File: src/design/modexp_pkg.sv
// Package for the modular exponentiation block: widths and sequencer codes.
// Used by modexp_mulmod.sv and modular_exponentiation.sv.
package modexp_pkg;
  localparam int unsigned WordWidth = 64;
  localparam int unsigned CntWidth  = $clog2(WordWidth + 1);
  typedef logic [WordWidth-1:0] word_t;
  typedef logic [CntWidth-1:0]  cnt_t;

  localparam logic [1:0] CfgExponent = 2'd0;
  localparam logic [1:0] CfgModulus  = 2'd1;
  localparam int unsigned CfgIdxWidth = 2;

  localparam logic [2:0] StIdle   = 3'd0;
  localparam logic [2:0] StReduce = 3'd1;
  localparam logic [2:0] StMul    = 3'd2;
  localparam logic [2:0] StSqr    = 3'd3;
  localparam logic [2:0] StOut    = 3'd4;
endpackage

File: src/design/modular_exponentiation.sv
// Modular exponentiation, LSB-first square-and-multiply over a bit-serial multiplier.
// The base is reduced first; then, for each exponent bit up to the highest set
// bit, a multiply runs when the bit is set, followed by a square.
// One transaction at a time; input stall is high while a word is in flight.
// The result sits in an output register until taken. Synchronous active-high
// reset sets exponent 1, modulus 2 and idles the sequencer.
module modular_exponentiation (
  input  logic                                 clk,
  input  logic                                 rst,
  input  logic                                 cfg_we,
  input  logic [modexp_pkg::CfgIdxWidth-1:0]   cfg_index,
  input  logic [63:0]                          cfg_data,
  input  logic                                 in_valid,
  output logic                                 in_stall,
  input  logic [63:0]                          base_word,
  input  logic                                 last_in,
  output logic                                 out_valid,
  input  logic                                 out_stall,
  output logic [63:0]                          result_word,
  output logic                                 last_out
);
  logic [2:0]        state;
  modexp_pkg::word_t exponent, modulus;
  modexp_pkg::word_t acc, rbase, eshift;
  logic              last_q;
  logic              mm_start, mm_done;
  modexp_pkg::word_t mm_a, mm_b, mm_r;

  assign in_stall = (state != modexp_pkg::StIdle);

  always_ff @(posedge clk) begin
    if (rst) begin
      exponent <= modexp_pkg::word_t'(1);
      modulus  <= modexp_pkg::word_t'(2);
    end else if (cfg_we) begin
      unique case (cfg_index)
        modexp_pkg::CfgExponent: exponent <= cfg_data[modexp_pkg::WordWidth-1:0];
        modexp_pkg::CfgModulus:  modulus  <= cfg_data[modexp_pkg::WordWidth-1:0];
        default: ;
      endcase
    end
  end

  // base reduction reuses the multiplier as 1*base mod m (restoring remainder)
  always_comb begin
    mm_a = acc;
    mm_b = rbase;
    unique case (state)
      modexp_pkg::StReduce: begin mm_a = modexp_pkg::word_t'(1); mm_b = rbase; end
      modexp_pkg::StSqr:    begin mm_a = rbase; mm_b = rbase; end
      default: ;
    endcase
  end

  modexp_mulmod u_mm (
    .clk(clk), .rst(rst), .start(mm_start), .a(mm_a), .b(mm_b), .m(modulus),
    .done(mm_done), .r(mm_r)
  );

  logic pending; // multiplier launched for current state
  assign mm_start = !pending && (state == modexp_pkg::StReduce ||
                    state == modexp_pkg::StMul || state == modexp_pkg::StSqr);

  always_ff @(posedge clk) begin
    if (rst) begin
      state     <= modexp_pkg::StIdle;
      pending   <= 1'b0;
      out_valid <= 1'b0;
    end else begin
      if (mm_start) pending <= 1'b1;
      unique case (state)
        modexp_pkg::StIdle: begin
          if (in_valid) begin
            rbase  <= base_word[modexp_pkg::WordWidth-1:0];
            eshift <= exponent;
            last_q <= last_in;
            // 1 mod m: zero when m is one (or zero)
            acc    <= (modulus > modexp_pkg::word_t'(1)) ? modexp_pkg::word_t'(1) : '0;
            state  <= (modulus == '0) ? modexp_pkg::StOut : modexp_pkg::StReduce;
          end
        end
        modexp_pkg::StReduce: if (mm_done) begin
          rbase   <= mm_r;
          pending <= 1'b0;
          state   <= (eshift == '0) ? modexp_pkg::StOut :
                     eshift[0] ? modexp_pkg::StMul : modexp_pkg::StSqr;
        end
        modexp_pkg::StMul: if (mm_done) begin
          acc     <= mm_r;
          pending <= 1'b0;
          state   <= modexp_pkg::StSqr;
        end
        modexp_pkg::StSqr: if (mm_done) begin
          rbase   <= mm_r;
          pending <= 1'b0;
          eshift  <= eshift >> 1;
          state   <= ((eshift >> 1) == '0) ? modexp_pkg::StOut :
                     eshift[1] ? modexp_pkg::StMul : modexp_pkg::StSqr;
        end
        modexp_pkg::StOut: begin
          if (!out_valid || !out_stall) begin
            out_valid   <= 1'b1;
            result_word <= 64'(acc);
            last_out    <= last_q;
            state       <= modexp_pkg::StIdle;
          end
        end
        default: state <= modexp_pkg::StIdle;
      endcase
      if (out_valid && !out_stall && state != modexp_pkg::StOut) out_valid <= 1'b0;
    end
  end

  a_no_accept_busy: assert property (@(posedge clk) disable iff (rst)
    (state != modexp_pkg::StIdle) |-> in_stall) else $error("accept while busy");
  a_idle_no_pending: assert property (@(posedge clk) disable iff (rst)
    (state == modexp_pkg::StIdle) |-> !pending) else $error("multiplier left running");
  a_out_from_outstate: assert property (@(posedge clk) disable iff (rst)
    $rose(out_valid) |-> $past(state) == modexp_pkg::StOut) else $error("bad out");
endmodule

File: src/design/modexp_mulmod.sv
// Bit-serial modular multiplier: r = a*b mod m, one multiplier bit per cycle, MSB first.
// Depends on modexp_pkg.
module modexp_mulmod (
  input  logic                clk,
  input  logic                rst,
  input  logic                start,
  input  modexp_pkg::word_t   a,
  input  modexp_pkg::word_t   b,
  input  modexp_pkg::word_t   m,
  output logic                done,
  output modexp_pkg::word_t   r
);
  modexp_pkg::word_t bsh;
  modexp_pkg::cnt_t  cnt;
  logic              busy;
  modexp_pkg::word_t acc_dbl, acc_add;
  logic [modexp_pkg::WordWidth:0] s1, s2;

  // doubling then conditional add, each reduced by one compare-subtract
  always_comb begin
    s1 = {r, 1'b0};
    if (s1 >= {1'b0, m}) s1 = s1 - {1'b0, m};
    acc_dbl = s1[modexp_pkg::WordWidth-1:0];
    s2 = {1'b0, acc_dbl} + {1'b0, a};
    if (s2 >= {1'b0, m}) s2 = s2 - {1'b0, m};
    acc_add = bsh[modexp_pkg::WordWidth-1] ? s2[modexp_pkg::WordWidth-1:0] : acc_dbl;
  end

  always_ff @(posedge clk) begin
    if (rst) begin
      busy <= 1'b0;
      cnt  <= '0;
      done <= 1'b0;
    end else if (start) begin
      busy <= 1'b1;
      cnt  <= modexp_pkg::CntWidth'(modexp_pkg::WordWidth);
      bsh  <= b;
      r    <= '0;
      done <= 1'b0;
    end else if (busy) begin
      r    <= acc_add;
      bsh  <= bsh << 1;
      cnt  <= cnt - 1'b1;
      busy <= (cnt != modexp_pkg::CntWidth'(1));
      done <= (cnt == modexp_pkg::CntWidth'(1));
    end else begin
      done <= 1'b0;
    end
  end

  a_done_after_busy: assert property (@(posedge clk) disable iff (rst)
    done |-> $past(busy)) else $error("done without busy");
  a_cnt_zero_idle: assert property (@(posedge clk) disable iff (rst)
    (!busy && !start) |=> !done) else $error("spurious done");
  a_result_below_mod: assert property (@(posedge clk) disable iff (rst)
    (done && m != '0) |-> r < m) else $error("result not reduced");
endmodule

File: config.mk
export PLATFORM = sky130hd
export DESIGN_NAME = modular_exponentiation
export DESIGN_NICKNAME = d
export VERILOG_FILES = /design/src/design/modexp_pkg.sv /design/src/design/modular_exponentiation.sv /design/src/design/modexp_mulmod.sv
export SDC_FILE = /design/constraint.sdc
export NUM_CORES = 2
export LEC_CHECK = 0
export ABC_AREA = 0
export BUFFER_PORTS_ARGS = -buffer_cell sky130_fd_sc_hd__buf_2
export CAP_MARGIN = 20
export CELL_PAD_IN_SITES_DETAIL_PLACEMENT = 1
export CELL_PAD_IN_SITES_GLOBAL_PLACEMENT = 1
export CORE_AREA = 2 2 295 297
export CTS_BUF_LIST = sky130_fd_sc_hd__clkbuf_8 sky130_fd_sc_hd__clkbuf_16
export DETAILED_ROUTE_END_ITERATION = 8
export DIE_AREA = 0 0 297 299
export PLACE_DENSITY = 0.76
export SLEW_MARGIN = 10
export SYNTH_ARGS = -nofsm -noshare
export SYNTH_HDL_FRONTEND = slang
export SYNTH_SLANG_ARGS = --single-unit
File: constraint.sdc
create_clock -name clk -period 13.4 [get_ports clk]
set_input_delay 1.34 -clock clk [delete_from_list [all_inputs] [get_ports clk]]
set_output_delay 1.34 -clock clk [all_outputs]
set_load 0.03 [all_outputs]
==> flow_metrics.env <==
export IMPL_grt_ovfl_total=0
export IMPL_cp_common_cell="o31ai_1"
export IMPL_antenna_found_initial=1
export IMPL_critPathLaunchType="flip-flop"
export IMPL_finalHoldViolCount=0
export IMPL_period_needed_ps=11210
export IMPL_drtIter0Drc=2631
export IMPL_post_route_util_pct=45.0
export IMPL_tns_ps=0
export IMPL_area_delta_synth_final_pct=11.0
export IMPL_wl_um=125000
export IMPL_grt_first_pass_wirelength_um=190000
export IMPL_dieArea_mm2=0.0888
export IMPL_first_pass_iters=5
export IMPL_worst_pin_slew_ps=1160
export IMPL_nets=4370
export IMPL_clk_pin_slew_ps=60
export IMPL_reg2reg_to="u_mm.r[35]"
export IMPL_syn_avg_cell_area_um2=8.75
export IMPL_crit_arrival_ps=11590
export IMPL_crit_path_start="modulus[1]"
export IMPL_clk_insertion_delay_late_ps=660
export IMPL_post_cts_buffers=0
export IMPL_via_count=30800
export IMPL_detail_route_antenna_nets=0
export IMPL_cp_required_ps=13780
export IMPL_rsz0062_at_grt="no"
export IMPL_cp_endpoint="u_mm.r[35]"
export IMPL_cts_buffer_depth=3
export IMPL_slowest_stage="and3_4"
export IMPL_reg2reg_slack_ps=2190
export IMPL_synth_distinct_cells=86
export IMPL_maxCapViolCount=0
export IMPL_fmax_mhz=89.2
export IMPL_fin_worst_skew_ps=26.6
export IMPL_reg2reg_depth=32
export IMPL_start_util_pct=40.5
export IMPL_layout_common_cells="nand2_1, a21oi_1, edfxtp_1"
export IMPL_timing_hold_ws_ps=445
export IMPL_crit_fanout=77
export IMPL_synth_edf_count=386
export IMPL_synth_seq_cells=528
export IMPL_htree_levels=2
export IMPL_cts_resized=0
export IMPL_crit_type="flip-flop to flip-flop"
export IMPL_synthArstFlopShare_pct=0
export IMPL_setup_violations=0
export IMPL_worstSetupEndpointType="flip-flop"
export IMPL_core_area_mm2=0.0859
export IMPL_hpwl_um=94200
export IMPL_grt_pass1_vias=31000
export IMPL_hold_buffers=0
export IMPL_numPortBuffers=202
export IMPL_numCtsBuffers=60
export IMPL_yosysSeqAreaShare_pct=41.4
export IMPL_hold_path_class="flip-flop to flip-flop"
export IMPL_finalMaxSlewViolations=0
export IMPL_layout_commonest_cell="nand2_1"
export IMPL_fill_cells=10200
export IMPL_clock_sinks=528
export IMPL_via_per_inst=5.89
export IMPL_die_h_um=299
export IMPL_status="finished clean"
export IMPL_instances_no_fill=5239
export IMPL_wire_per_inst_um=23.9
export IMPL_layout_drive_gt1_share_pct=12.3
export IMPL_cts_tree="yes"
export IMPL_post_route_drc_count=0
export IMPL_grt_usage_pct=27.3
export IMPL_timing_final_crit_share_pct=83.7
export IMPL_place_congestion=0.967
export IMPL_yosys_warnings=0
export IMPL_clockRootBuffer="clkbuf_16"
export IMPL_max_stage_delay_ps=770
export IMPL_ios=203
export IMPL_dp_cells=5128
export IMPL_syn_instance_count=3980
export IMPL_maxSlewHeadroom_pct=22.2
export IMPL_synth_flop_cell="edfxtp_1"
export IMPL_multi_input_area_mm2=0.0190
export IMPL_fp_dieW_um=297
export IMPL_mappedNetlistArea_mm2=0.0348
export IMPL_rows=108
export IMPL_synth_fp_nets=4313
export IMPL_grt_max_degree=134
export IMPL_ff_latch_area_mm2=0.0144
export IMPL_regToRegStartpoint="modulus[1]"
## logic make-up after synthesis
logic type | synth area share (%)
AO/OA/AOI/OAI | 19.1
XOR/XNOR | 4.22
adder cells (fa/ha/maj) | 7.14
buffers and inverters | 4.18
flip-flops | 41.4
multiplexers | 4.72
AND/OR/NAND/NOR | 19.2
## worst min-delay path by stage
stage	from	end	slack, ps	cells past startpoint
finish	acc[53]	result_word[53]	440	0
global route	acc[60]	result_word[60]	460	0
global placement	last_q	last_out	400	0
floorplan	last_q	last_out	400	0
detailed placement	acc[60]	result_word[60]	430	0
CTS	last_q	last_out	440	0
## per-stage QoR
step / cell area, um^2 / worst slack (ps)
final: 38700 / 2190
after global routing: 38700 / 1690
after global placement: 36600 / 2780
after CTS: 38600 / 2440
after floorplan: 34800 / 908
after detailed placement: 36600 / 2480
## cell usage after synthesis (all sizes together) (8+ instances only)
| cell type | number | area share, % |
|---|---|---|
| o21a | 36 | 0.78 |
| and2 | 89 | 1.6 |
| mux2 | 131 | 4.2 |
| a31oi | 27 | 0.48 |
| a21o | 93 | 2.0 |
| or2 | 11 | 0.20 |
| dfxtp | 142 | 8.2 |
| nand3 | 49 | 0.72 |
| nor3b | 9 | 0.19 |
| inv | 131 | 1.4 |
| nand2 | 808 | 8.7 |
| a21oi | 416 | 6.0 |
| clkbuf | 196 | 2.1 |
| o21ai | 264 | 3.8 |
| and4 | 13 | 0.33 |
| buf | 42 | 0.65 |
| edfxtp | 386 | 33 |
| o211ai | 24 | 0.52 |
| xnor2 | 98 | 2.5 |
| nor2b | 28 | 0.50 |
| o31ai | 22 | 0.49 |
| xor2 | 70 | 1.8 |
| a21boi | 9 | 0.19 |
| a2111oi | 9 | 0.24 |
| ha | 194 | 7.0 |
| nor2 | 230 | 2.5 |
| mux2i | 17 | 0.49 |
| nand4 | 80 | 1.4 |
| a31o | 8 | 0.20 |
| nor4 | 42 | 0.80 |
| o21bai | 29 | 0.63 |
| nor3 | 47 | 0.68 |
| o211a | 11 | 0.32 |
| or3 | 11 | 0.20 |
| and3 | 19 | 0.36 |
| nand2b | 23 | 0.41 |
| a211oi | 61 | 1.3 |
## state kept, by name (all words and copies together), names as in the netlist, named ones only
register and count:
u_mm.r 64, u_mm.busy 1, eshift 64, modulus 64
u_mm.bsh 64, exponent 64, last_q 1, u_mm.done 1
state 3, result_word 64, acc 64, mm_b 64
u_mm.cnt 7, out_valid 1, last_out 1
## critical path, delay by kind of cell (launching register included)
kind | cells | cell delay, ps
AOI/OAI and AO/OA | 19 | 7280
xor gates and xnor gates | 1 | 220
adders and majority gates | 3 | 1170
buffers and inverters | 2 | 240
DFF | 1 | 340
and+or+nand+nor | 7 | 1540
## metal layers
layer	part of all wire [%]	track usage, %	up-vias
met5	0	0	-
met2	46	44.6	922
met4	2.7	7.35	0
li1	-	-	14400
met3	5.8	3.13	185
met1	46	38.5	15300
## cell type report
class                   count  share of cell area [%]
clock buffers              66                    4.12
diodes                      1                 0.00647
multi-input cells        3083                    49.2
well taps                1155                    3.74
inverters                 131                    1.27
clock inverters            42                    1.01
flip-flops and latches    528                    37.3
repair buffers            233                    3.34
Power is not shown: default switching activity piles up to over one toggle a cycle in this logic, so the estimate is an artifact.
